[config.mk]
export PLATFORM = sky130hd
export DESIGN_NAME = eavr_coef
export DESIGN_NICKNAME = d
export VERILOG_FILES = /design/src/rtl/core/eavr_pkg.sv /design/src/rtl/core/eavr_coef.sv
export SDC_FILE = /design/constraint.sdc
export NUM_CORES = 2
export LEC_CHECK = 0
export BUFFER_PORTS_ARGS = -buffer_cell sky130_fd_sc_hd__buf_2
export CAP_MARGIN = 5
export CORE_MARGIN = 8
export CORE_UTILIZATION = 35
export DETAILED_ROUTE_END_ITERATION = 8
export GPL_TIMING_DRIVEN = 1
export PLACE_DENSITY = 0.52
export SETUP_SLACK_MARGIN = 0.3
export SYNTH_ARGS = -nofsm -noshare
export SYNTH_HDL_FRONTEND = slang
export SYNTH_SLANG_ARGS = --single-unit
[constraint.sdc]
create_clock -name i_clk -period 17.02 [get_ports i_clk]
set_input_delay 0.851 -clock i_clk [delete_from_list [all_inputs] [get_ports i_clk]]
set_output_delay 0.851 -clock i_clk [all_outputs]
set_load 0.1 [all_outputs]
[src/rtl/core/eavr_pkg.sv]
`timescale 1ns / 1ps
// ----------------------------------------------------------------------------
// eavr_pkg
// Shared types and constants for the Euler-angle vector rotation block.
// ----------------------------------------------------------------------------
package eavr_pkg;

    localparam int TRIG_FRAC = 30;
    localparam int COEF_FRAC = 24;
    localparam int COEF_W    = 28;
    localparam int ANG_W     = 16;
    localparam int CFG_IDX_W = 3;
    localparam int CFG_DAT_W = 16;
    localparam int RECIP_SH  = 39;
    localparam int RECIP_W   = 40;

    localparam longint HALF_PI   = 64'd1686629713;
    localparam longint RECIP_ONE = 64'sd1 <<< RECIP_SH;

    localparam logic [CFG_IDX_W-1:0] REG_ROLL  = 3'd0;
    localparam logic [CFG_IDX_W-1:0] REG_PITCH = 3'd1;
    localparam logic [CFG_IDX_W-1:0] REG_YAW   = 3'd2;
    localparam logic [CFG_IDX_W-1:0] REG_ORDER = 3'd3;

    localparam logic ORDER_XYZ = 1'b0;
    localparam logic ORDER_ZYX = 1'b1;

    typedef logic signed [COEF_W-1:0] t_coef;

    typedef struct packed {
        logic signed [ANG_W-1:0] roll;
        logic signed [ANG_W-1:0] pitch;
        logic signed [ANG_W-1:0] yaw;
        logic                    order;
    } t_cfg;

    // ceil(2^39 / d): floor(x * m / 2^39) equals floor(x / d) for x below 2^31
    function automatic logic [RECIP_W-1:0] series_recip(input logic is_cos,
                                                        input logic [2:0] k);
        logic [RECIP_W-1:0] m;
        case ({is_cos, k})
            4'b0001: m = RECIP_W'((RECIP_ONE + 64'sd5) / 64'sd6);
            4'b0010: m = RECIP_W'((RECIP_ONE + 64'sd19) / 64'sd20);
            4'b0011: m = RECIP_W'((RECIP_ONE + 64'sd41) / 64'sd42);
            4'b0100: m = RECIP_W'((RECIP_ONE + 64'sd71) / 64'sd72);
            4'b0101: m = RECIP_W'((RECIP_ONE + 64'sd109) / 64'sd110);
            4'b0110: m = RECIP_W'((RECIP_ONE + 64'sd155) / 64'sd156);
            4'b1001: m = RECIP_W'((RECIP_ONE + 64'sd1) / 64'sd2);
            4'b1010: m = RECIP_W'((RECIP_ONE + 64'sd11) / 64'sd12);
            4'b1011: m = RECIP_W'((RECIP_ONE + 64'sd29) / 64'sd30);
            4'b1100: m = RECIP_W'((RECIP_ONE + 64'sd55) / 64'sd56);
            4'b1101: m = RECIP_W'((RECIP_ONE + 64'sd89) / 64'sd90);
            4'b1110: m = RECIP_W'((RECIP_ONE + 64'sd131) / 64'sd132);
            default: m = RECIP_W'(RECIP_ONE);
        endcase
        return m;
    endfunction

endpackage

[src/rtl/core/eavr_coef.sv]
`timescale 1ns / 1ps
// ----------------------------------------------------------------------------
// eavr_coef
// Sequencer that turns the angle registers into the Q24 rotation matrix:
// range reduction, Taylor series with a shared multiplier and reciprocal
// multiplication for the term divisors, quadrant mapping, then two 3x3
// matrix products.
// ----------------------------------------------------------------------------
module eavr_coef #(
    parameter int ANGLE_FRAC_BITS = 13
) (
    input  logic              i_clk,
    input  logic              i_rst_n,
    input  logic              i_go,
    input  eavr_pkg::t_cfg    i_cfg,
    output logic              o_busy,
    output eavr_pkg::t_coef   o_mat [9]
);

    localparam int AW   = 50 - ANGLE_FRAC_BITS;
    localparam int ASH  = eavr_pkg::TRIG_FRAC - ANGLE_FRAC_BITS;
    localparam longint KOFS =
        ((64'sd1 <<< (45 - ANGLE_FRAC_BITS)) / eavr_pkg::HALF_PI) + 1;
    localparam int KW   = $clog2(2 * KOFS + 2) + 1;
    localparam int RSH  = eavr_pkg::RECIP_SH - 16;
    localparam logic signed [AW-1:0] H_A   = AW'(eavr_pkg::HALF_PI);
    localparam logic signed [AW-1:0] HH_A  = AW'(eavr_pkg::HALF_PI / 2);
    localparam logic signed [AW-1:0] OFS_A =
        AW'(eavr_pkg::HALF_PI / 2 + KOFS * eavr_pkg::HALF_PI);
    localparam eavr_pkg::t_coef ONE = eavr_pkg::t_coef'(1 <<< eavr_pkg::COEF_FRAC);

    typedef enum logic [4:0] {
        S_IDLE, S_LOAD, S_RED, S_SQ, S_SQW, S_SQD, S_TM, S_TMW, S_TMD,
        S_DLW, S_DL, S_DHW, S_DH, S_DIVD, S_FIN, S_MI, S_MW, S_MA
    } t_state;

    t_state                 r_state;
    logic [1:0]             r_ang;
    logic signed [AW-1:0]   r_a;
    logic [KW-1:0]          r_k;
    logic [1:0]             r_quad;
    logic signed [31:0]     r_r;
    logic signed [31:0]     r_r2;
    logic signed [31:0]     r_t;
    logic signed [33:0]     r_sum;
    logic signed [33:0]     r_ssum;
    logic [2:0]             r_term;
    logic                   r_cos_ph;
    logic signed [31:0]     r_ma;
    logic signed [31:0]     r_mb;
    logic signed [63:0]     r_mp;
    logic                   r_dneg;
    logic [30:0]            r_dlo;
    logic [30:0]            r_dq;
    eavr_pkg::t_coef        r_sin [3];
    eavr_pkg::t_coef        r_cos [3];
    eavr_pkg::t_coef        r_tm  [9];
    eavr_pkg::t_coef        r_m   [9];
    logic signed [63:0]     r_acc;
    logic [1:0]             r_i;
    logic [1:0]             r_j;
    logic [1:0]             r_kk;
    logic                   r_pass;

    logic signed [15:0]     w_ang;
    logic signed [AW-1:0]   w_a;
    logic signed [31:0]     w_x;
    logic [30:0]            w_xabs;
    logic [eavr_pkg::RECIP_W-1:0] w_m;
    logic signed [31:0]     w_tq;
    logic signed [33:0]     n_sum;
    eavr_pkg::t_coef        w_s0;
    eavr_pkg::t_coef        w_c0;
    eavr_pkg::t_coef        w_ex [9];
    eavr_pkg::t_coef        w_ey [9];
    eavr_pkg::t_coef        w_ez [9];
    eavr_pkg::t_coef        w_ae;
    eavr_pkg::t_coef        w_be;
    logic [3:0]             w_ai;
    logic [3:0]             w_bi;
    logic [3:0]             w_oi;
    logic signed [63:0]     n_acc;
    eavr_pkg::t_coef        w_elem;

    always_comb begin
        case (r_ang)
            2'd0:    w_ang = i_cfg.roll;
            2'd1:    w_ang = i_cfg.pitch;
            default: w_ang = i_cfg.yaw;
        endcase
    end

    assign w_a    = AW'(w_ang) <<< ASH;
    assign w_x    = 32'(-((r_mp + 64'sd536870912) >>> eavr_pkg::TRIG_FRAC));
    assign w_xabs = w_x[31] ? 31'(-w_x) : w_x[30:0];
    assign w_m    = eavr_pkg::series_recip(r_cos_ph, r_term);
    assign w_tq   = r_dneg ? -$signed({1'b0, r_dq}) : $signed({1'b0, r_dq});
    assign n_sum  = r_sum + 34'(w_tq);
    assign w_s0   = eavr_pkg::t_coef'((r_ssum + 34'sd32) >>> 6);
    assign w_c0   = eavr_pkg::t_coef'((r_sum + 34'sd32) >>> 6);

    assign w_ex = '{ONE, '0, '0,  '0, r_cos[0], -r_sin[0],  '0, r_sin[0], r_cos[0]};
    assign w_ey = '{r_cos[1], '0, r_sin[1],  '0, ONE, '0,  -r_sin[1], '0, r_cos[1]};
    assign w_ez = '{r_cos[2], -r_sin[2], '0,  r_sin[2], r_cos[2], '0,  '0, '0, ONE};

    assign w_ai = 4'(r_i) * 4'd3 + 4'(r_kk);
    assign w_bi = 4'(r_kk) * 4'd3 + 4'(r_j);
    assign w_oi = 4'(r_i) * 4'd3 + 4'(r_j);

    always_comb begin
        if (!r_pass) begin
            w_ae = (i_cfg.order == eavr_pkg::ORDER_ZYX) ? w_ez[w_ai] : w_ex[w_ai];
            w_be = w_ey[w_bi];
        end else begin
            w_ae = r_tm[w_ai];
            w_be = (i_cfg.order == eavr_pkg::ORDER_ZYX) ? w_ex[w_bi] : w_ez[w_bi];
        end
    end

    assign n_acc  = r_acc + r_mp;
    assign w_elem = eavr_pkg::t_coef'((n_acc + 64'sd8388608) >>> eavr_pkg::COEF_FRAC);

    always_ff @(posedge i_clk) begin
        r_mp <= r_ma * r_mb;
        if (!i_rst_n) begin
            r_state <= S_LOAD;
            r_ang   <= '0;
        end else if (i_go) begin
            r_state <= S_LOAD;
            r_ang   <= '0;
        end else begin
            case (r_state)
                S_IDLE: begin
                    r_state <= S_IDLE;
                end
                S_LOAD: begin
                    r_a     <= w_a + OFS_A;
                    r_k     <= '0;
                    r_state <= S_RED;
                end
                S_RED: begin
                    if (r_a >= H_A) begin
                        r_a <= r_a - H_A;
                        r_k <= r_k + 1'b1;
                    end else begin
                        r_r     <= 32'(r_a - HH_A);
                        r_quad  <= 2'(r_k) - 2'(KOFS);
                        r_state <= S_SQ;
                    end
                end
                S_SQ: begin
                    r_ma    <= r_r;
                    r_mb    <= r_r;
                    r_state <= S_SQW;
                end
                S_SQW: begin
                    r_state <= S_SQD;
                end
                S_SQD: begin
                    r_r2     <= 32'((r_mp + 64'sd536870912) >>> eavr_pkg::TRIG_FRAC);
                    r_t      <= r_r;
                    r_sum    <= 34'(r_r);
                    r_term   <= 3'd1;
                    r_cos_ph <= 1'b0;
                    r_state  <= S_TM;
                end
                S_TM: begin
                    r_ma    <= r_t;
                    r_mb    <= r_r2;
                    r_state <= S_TMW;
                end
                S_TMW: begin
                    r_state <= S_TMD;
                end
                S_TMD: begin
                    r_dneg  <= w_x[31];
                    r_ma    <= $signed({1'b0, w_xabs});
                    r_mb    <= $signed({16'd0, w_m[15:0]});
                    r_state <= S_DLW;
                end
                S_DLW: begin
                    r_state <= S_DL;
                end
                S_DL: begin
                    r_dlo   <= r_mp[46:16];
                    r_mb    <= $signed({8'd0, w_m[eavr_pkg::RECIP_W-1:16]});
                    r_state <= S_DHW;
                end
                S_DHW: begin
                    r_state <= S_DH;
                end
                S_DH: begin
                    r_dq    <= 31'((r_mp + $signed({33'd0, r_dlo})) >>> RSH);
                    r_state <= S_DIVD;
                end
                S_DIVD: begin
                    if (r_term == 3'd6) begin
                        if (!r_cos_ph) begin
                            r_ssum   <= n_sum;
                            r_t      <= 32'sd1073741824;
                            r_sum    <= 34'sd1073741824;
                            r_term   <= 3'd1;
                            r_cos_ph <= 1'b1;
                            r_state  <= S_TM;
                        end else begin
                            r_sum   <= n_sum;
                            r_state <= S_FIN;
                        end
                    end else begin
                        r_t     <= w_tq;
                        r_sum   <= n_sum;
                        r_term  <= r_term + 1'b1;
                        r_state <= S_TM;
                    end
                end
                S_FIN: begin
                    case (r_quad)
                        2'd0: begin
                            r_sin[r_ang] <= w_s0;
                            r_cos[r_ang] <= w_c0;
                        end
                        2'd1: begin
                            r_sin[r_ang] <= w_c0;
                            r_cos[r_ang] <= -w_s0;
                        end
                        2'd2: begin
                            r_sin[r_ang] <= -w_s0;
                            r_cos[r_ang] <= -w_c0;
                        end
                        default: begin
                            r_sin[r_ang] <= -w_c0;
                            r_cos[r_ang] <= w_s0;
                        end
                    endcase
                    if (r_ang == 2'd2) begin
                        r_i     <= '0;
                        r_j     <= '0;
                        r_kk    <= '0;
                        r_acc   <= '0;
                        r_pass  <= 1'b0;
                        r_state <= S_MI;
                    end else begin
                        r_ang   <= r_ang + 1'b1;
                        r_state <= S_LOAD;
                    end
                end
                S_MI: begin
                    r_ma    <= 32'(w_ae);
                    r_mb    <= 32'(w_be);
                    r_state <= S_MW;
                end
                S_MW: begin
                    r_state <= S_MA;
                end
                S_MA: begin
                    r_state <= S_MI;
                    if (r_kk == 2'd2) begin
                        if (!r_pass) begin
                            r_tm[w_oi] <= w_elem;
                        end else begin
                            r_m[w_oi] <= w_elem;
                        end
                        r_acc <= '0;
                        r_kk  <= '0;
                        if (r_j == 2'd2) begin
                            r_j <= '0;
                            if (r_i == 2'd2) begin
                                r_i    <= '0;
                                r_pass <= 1'b1;
                                if (r_pass) begin
                                    r_state <= S_IDLE;
                                end
                            end else begin
                                r_i <= r_i + 1'b1;
                            end
                        end else begin
                            r_j <= r_j + 1'b1;
                        end
                    end else begin
                        r_acc <= n_acc;
                        r_kk  <= r_kk + 1'b1;
                    end
                end
                default: begin
                    r_state <= S_IDLE;
                end
            endcase
        end
    end

    assign o_busy = (r_state != S_IDLE);
    assign o_mat  = r_m;

endmodule

**Yosys cells after proc, flatten, opt, wreduce, memory -nomap -nowiden**

Memories as Yosys holds them, arrays and structs flattened.
Cells that the tools add are included.
Widths: inputs -> output; s select.

- Input port bits: 52
- Bits in writable memories: 420
- Logic and storage cells: 249
- Bits in registers: 732
- Memories kept: 4
- Memory bits (read-only): 624

Memory list:

| name | words | bits a word | read ports | clocked after Yosys merged registers in | write ports | line | text |
|---|---|---|---|---|---|---|---|
| (name not given) | 16 | 39 | 1 | 0 | 0 | eavr_pkg.sv:41 | `case ({is_cos, k})` |
| r_tm | 9 | 28 | 1 | 0 | 1 | eavr_coef.sv:57 | `eavr_pkg::t_coef r_tm [9];` |
| r_cos | 3 | 28 | 3 | 0 | 1 | eavr_coef.sv:56 | `eavr_pkg::t_coef r_cos [3];` |
| r_sin | 3 | 28 | 3 | 0 | 1 | eavr_coef.sv:55 | `eavr_pkg::t_coef r_sin [3];` |

- Equal/unequal tests: 33
- Muxes and demuxes: 101
- Bitwise logic cells: 14
- $add $sub $neg: 28
- $lt $le $gt $ge: 5
- Multipliers: 3
- Reduce and logical (&&, ||, !) cells: 29

Operators by type and width:

| kind | count |
|---|---|
| $mux 28 | 21 |
| $bmux 28 s4 | 5 |
| $bwmux 252 | 1 |
| $pmux 32 s5 | 1 |
| $neg 28->28 | 5 |
| $mux 64 | 2 |
| $pmux 32 s4 | 1 |
| $pmux 64 s2 | 1 |
| $demux 28 s4 | 1 |
| $mux 32 | 3 |
| $pmux 5 s17 | 1 |
| $pmux 37 s2 | 1 |
| $add 34x7->34 const B | 2 |
| $mux 34 | 2 |
| $pmux 34 s2 | 1 |
| $add 64x64->64 | 1 |
| $mul 32x32->64 | 1 |
| $pmux 32 s2 | 1 |
| $add 62x31->62 const B | 1 |
| $add 54x32->54 | 1 |
| $add 52x25->52 const B | 1 |
| $eq 5x4->1 const B | 8 |
| $ge 37x32->1 const B | 1 |
| $mux 37 | 1 |
| other kinds (51) | 149 |

**Logic depth before layout (Yosys ltp)**

- Depth after elaboration: 9
- Depth in mapped cells: 29
- Depth with buffers taken out: 27

**Worst setup path after synthesis**

OpenSTA, ideal clock, no wires.

- Path type: register to register
- From: reg r_mb[2]
- To: reg r_mp[61]
- Slack: 9.137 ns
- Cell stages (with the launch flop): 25
- Setup time: 0.121 ns
- Arrival time: 7.762 ns
- Buffers on the path: 1
- Cell sequence: edfxtp_1 -> clkbuf_1 -> nand2_1 -> inv_1 -> fa_1 -> fa_1 -> fa_1 -> inv_1 -> fa_1 -> inv_1 -> fa_1 -> fa_1 -> fa_1 -> fa_1 -> ha_1 -> a21o_1 -> a21oi_1 -> nand2_1 -> or2_2 -> o21a_1 -> a21oi_1 -> o221ai_1 -> nor4_1 -> nor3_1 -> xnor2_1

- Word-level cells in the longest chain between the ends: 1

Ends and longest elaborated chain:

| what | line | text |
|---|---|---|
| from (decl) | eavr_coef.sv:50 | `logic signed [31:0] r_mb;` |
| from (signal assigned) | eavr_coef.sv:153 | `r_mb <= r_r;` |
| from (signal assigned) | eavr_coef.sv:169 | `r_mb <= r_r2;` |
| from (signal assigned) | eavr_coef.sv:178 | `r_mb <= $signed({16'd0, w_m[15:0]});` |
| $mul 32x32->64 | eavr_coef.sv:124 | `r_mp <= r_ma * r_mb;` |
| to (signal assigned) | eavr_coef.sv:124 |  |
| to (decl) | eavr_coef.sv:51 | `logic signed [63:0] r_mp;` |

No other way between the ends.
A chain may end at the register's enable or synchronous reset.

**Final worst setup path**

- From: reg r_mb[0]
- To: reg r_mp[61]

Same word-level chain as after synthesis.

==> metrics.log <==
[metrics] Worst EP arrival: between 9000 and 10000 ps
[metrics] number of inserted filler cells in the final layout: ~27k
[metrics] via/cell ratio: between 5 and 6
[metrics] Detail Placement HPWL: 244 mm
[metrics] cell count of the worst reg-to-reg path: 22
[metrics] register-to-register setup slack: ~7700 ps
[metrics] Die Height: roughly 540 µm
[metrics] number of warnings reported in the yosys synthesis log: 0
[metrics] ordered cell list for the critical path: and2_1, ha_1, fa_1, fa_1, inv_1, fa_1, inv_1, fa_1, fa_1, fa_1, fa_1, ha_1, a21o_1, a21oi_1, nand2_1, or2_2, o21a_1, a21oi_1, o221ai_1, nor4_1, nor3_1, xnor2_1
[metrics] synthesis-to-layout area growth: 10.4%
[metrics] Detailed Route Iter0 Violations: between 7k and 8k
[metrics] total power draw: about 16 mW
[metrics] crit end category: flop
[metrics] Synth Register Bits: around 1.1k
[metrics] sequential-to-total area share from yosys stat: 0.346
[metrics] TritonCTS sink count: roughly 1.1k
[metrics] Congestion Overflow GR: 0
[metrics] total routing resource utilization after global routing: 0.222
[metrics] number of cells produced by synthesis: approximately 9.2k
[metrics] Max Freq: 0.107 GHz
[metrics] most repeated cell in the gate-level netlist after synthesis: sky130_fd_sc_hd__nand2_1
[metrics] I/O pin count: 305
[metrics] count of flip-flops with a built-in enable after synthesis: 1062
[metrics] Rel. slew slack: 0.116
[metrics] row cnt: between 150 and 200
[metrics] clk root buf: sky130_fd_sc_hd__clkbuf_16
[metrics] PwrDens: roughly 150 nW/µm²
[metrics] worst hold path type: reg2reg
[metrics] hold depth: 2
[metrics] setup bufs post-CTS: 0
[metrics] area fraction of the dominant cell type after synthesis: 0.332
[metrics] antenna violation net count after detailed routing: 0
[metrics] post-synthesis cell area: roughly 96000 µm²
[metrics] maximum root-to-sink buffer count: 3
[metrics] routability cong.: around 0.95
[metrics] startpoint types: flop
[metrics] reg2reg end: r_mp[61]
[metrics] Slowest cell on crit path: sky130_fd_sc_hd__edfxtp_1
[metrics] final layout net count: roughly 11k
[metrics] number of search-and-repair iterations in the first detailed-routing pass: 9
[metrics] leakage component of the power: 42.4 nW
[metrics] count of distinct cell types in the synthesized netlist: between 100 and 150
[metrics] number of levels in the clock H-tree: 3
[metrics] clock tree from TritonCTS: done
[metrics] transition time at the pin with the least slew margin: 1320 ps
[metrics] startpoint-to-endpoint class of the critical path: reg2reg
[metrics] total number of vias: 72.4k
[metrics] leading cell types by total area after synthesis: sky130_fd_sc_hd__edfxtp_1, sky130_fd_sc_hd__fa_1, sky130_fd_sc_hd__ha_1, sky130_fd_sc_hd__nand2_1, sky130_fd_sc_hd__inv_1
[metrics] via count of the first global-routing pass: around 74k
[metrics] synthesized netlist net count: ~11k
[metrics] Reg clk slew, reported paths: around 60 ps
[metrics] Post-synth ARST share: 0
[metrics] max-cap violation count: 0
[metrics] syn_area_per_cell: approximately 10 µm²
[metrics] largest net degree at the start of global routing: 67
[metrics] maximum cell stage delay along the critical path: approximately 1000 ps
[metrics] share of post-route cells with drive strength above 1: 0.0932
[metrics] number of hold buffers added after CTS: 0
[metrics] hold_sp: r_ang[1]
[metrics] count of endpoints failing hold in the final timing report: 0
[metrics] violated checks: DRC
[metrics] count of pins over their slew limit: 0
[metrics] x dimension of the die: between 500 and 600 µm
[metrics] CP dominant cell by count: sky130_fd_sc_hd__fa_1
[metrics] Sum Neg Setup Slack: 0 ps
[metrics] worst setup skew after layout: ~97 ps
[metrics] TritonCTS buffer count: between 100 and 150
[metrics] Data required, critical path: approximately 18000 ps
[metrics] Max VDD drop: between 0.2 and 0.3 mV
[metrics] dominant cell type by area after synthesis: sky130_fd_sc_hd__edfxtp_1
[metrics] sequential cell area in the final layout: 33300 µm²
[metrics] Initial Utilization: 0.351
[metrics] Layout Cell Area excl Fill: about 110000 µm²
[metrics] flip-flop cell with the highest count after synthesis: sky130_fd_sc_hd__edfxtp_1
[metrics] commonest cells in the netlist: sky130_fd_sc_hd__nand2_1, sky130_fd_sc_hd__inv_1, sky130_fd_sc_hd__fa_1
[metrics] final wirelength: about 330 mm
[metrics] global-route wire length before repair: just under 500 mm
[metrics] unrepaired setup endpoints after global routing: no
[metrics] Remaining DRCs: 2
[metrics] Clock Latency Late Sink: just under 800 ps
[metrics] Wirelength per Cell: roughly 26 µm
[metrics] number of antenna violations at the first check in global routing: 19
[metrics] Die ar.: about 300000 µm²
[metrics] Min Clock Period, post-route: 9350 ps
[metrics] end point of the worst hold path: r_ang[1]
[metrics] number of gates resized after cts: 0
[metrics] area inside the core boundary: roughly 270000 µm²
[metrics] result of the run: complete, but fails checks
[metrics] area taken by multi-input logic gates: about 57000 µm²
[metrics] worst reg2reg startpoint: r_mb[0]
[metrics] input/output buffers: around 300
[metrics] Crit Path Max Fanout: 32
[metrics] post-route fraction of the period consumed by the critical path: 0.549
[metrics] cell area reported after detailed placement: between 100000 and 150000 µm²
[metrics] Setup violations, final: 0
-- sequential cells by signal, indices dropped and copies added, names as in the netlist, 3 cells and up --
signal	count
r_sin	84
r_ssum	29
r_r	32
r_dlo	31
o_mat	252
r_r2	32
r_mb	32
r_term	3
r_mp	62
r_dq	31
r_sum	34
r_tm	252
r_t	32
r_a	37
r_state	5
r_acc	52
r_cos	84
r_ma	32
-- worst max path at each step --
stage	from	to	slack, ps	depth (start not counted)
2_1_floorplan	r_mb[2]	r_mp[61]	9140	24
3_3_place_gp	r_mb[0]	r_mp[61]	7700	22
3_5_place_dp	r_mb[0]	r_mp[61]	7690	22
4_1_cts	r_mb[0]	r_mp[61]	7640	22
5_1_grt	r_mb[0]	r_mp[61]	7170	22
6_report	r_mb[0]	r_mp[61]	7670	22
-- worst max-delay path: cells and delay by family, from the launching register on --
kind	cells	cell delay, ps
flops	1	1030
compound gates	5	1300
xor+xnor	1	140
buf+inv	2	640
fa+ha+maj	9	5010
simple gates	5	1050
-- where the power goes --
part,switching (mW),internal (mW),leakage [nW]
clock,1.18,1.52,1.94
sequential,0.182,3.66,10.2
combinational,5.63,3.44,30.3
-- per-stage QoR --
| step | util | cells | hold WS, ps | worst slack (ps) |
|---|---|---|---|---|
| 2_1_floorplan | - | 9238 | 435 | 9140 |
| 6_report | 0.388 | 13000 | 508 | 7670 |
| 5_1_grt | 0.388 | 13000 | 549 | 7170 |
| 4_1_cts | 0.388 | 13000 | 503 | 7640 |
| 3_5_place_dp | 0.373 | 12800 | 494 | 7690 |
| 3_3_place_gp | 0.373 | 12800 | 488 | 7700 |
-- per-layer routing --
| metal | part of all wire | vias up | GRT usage |
|---|---|---|---|
| li1 | - | 31600 | - |
| met3 | 0.077 | 593 | 0.0367 |
| met5 | 0.00030 | - | 0.00406 |
| met2 | 0.46 | 3124 | 0.361 |
| met4 | 0.043 | 6 | 0.0861 |
| met1 | 0.42 | 37100 | 0.298 |
-- placed cells by master, fill, tap and decap left out, drive strengths merged, types with 51 or more instances in the layout --
master  instances
ha            334
a221oi         52
nor2          452
xnor2         376
nand2        1076
mux4           56
nand4          68
o22ai          51
fa           1068
and3           59
edfxtp       1062
nor3          166
a21o           97
clkinv         60
inv          1078
a31oi          60
nand2b         71
nor2b          53
nand3         177
dfxtp          69
xor2          186
and2          548
a22oi          79
buf           490
o211ai         63
a22o           77
o21ai         346
nor4           72
a21oi         383
or3            53
clkbuf        135
-- layout make-up --
cell class                 instances  area share
sequential                      1131       0.314
timing repair buffer             490      0.0275
inverter                        1075      0.0380
multi-input combinational       6533       0.541
antenna                            4   0.0000944
clock inverter                    84     0.00865
tap                             3589      0.0423
clock buffer                     135      0.0290
-- cells by family (layout without fill, tap and decap cells) --
kind of cell             Yosys count  in the layout  synth area share
AO/OA/AOI/OAI                   1561           1561             0.107
XOR/XNOR                         562            562            0.0513
adder cells (fa/ha/maj)         1402           1402             0.266
buffers and inverters           1574           1784            0.0623
flip-flops                      1131           1131             0.346
multiplexers                      95             95            0.0174
other                              0              4                 0
AND/OR/NAND/NOR                 2913           2913             0.149
Power figures use the tool's default switching activity.
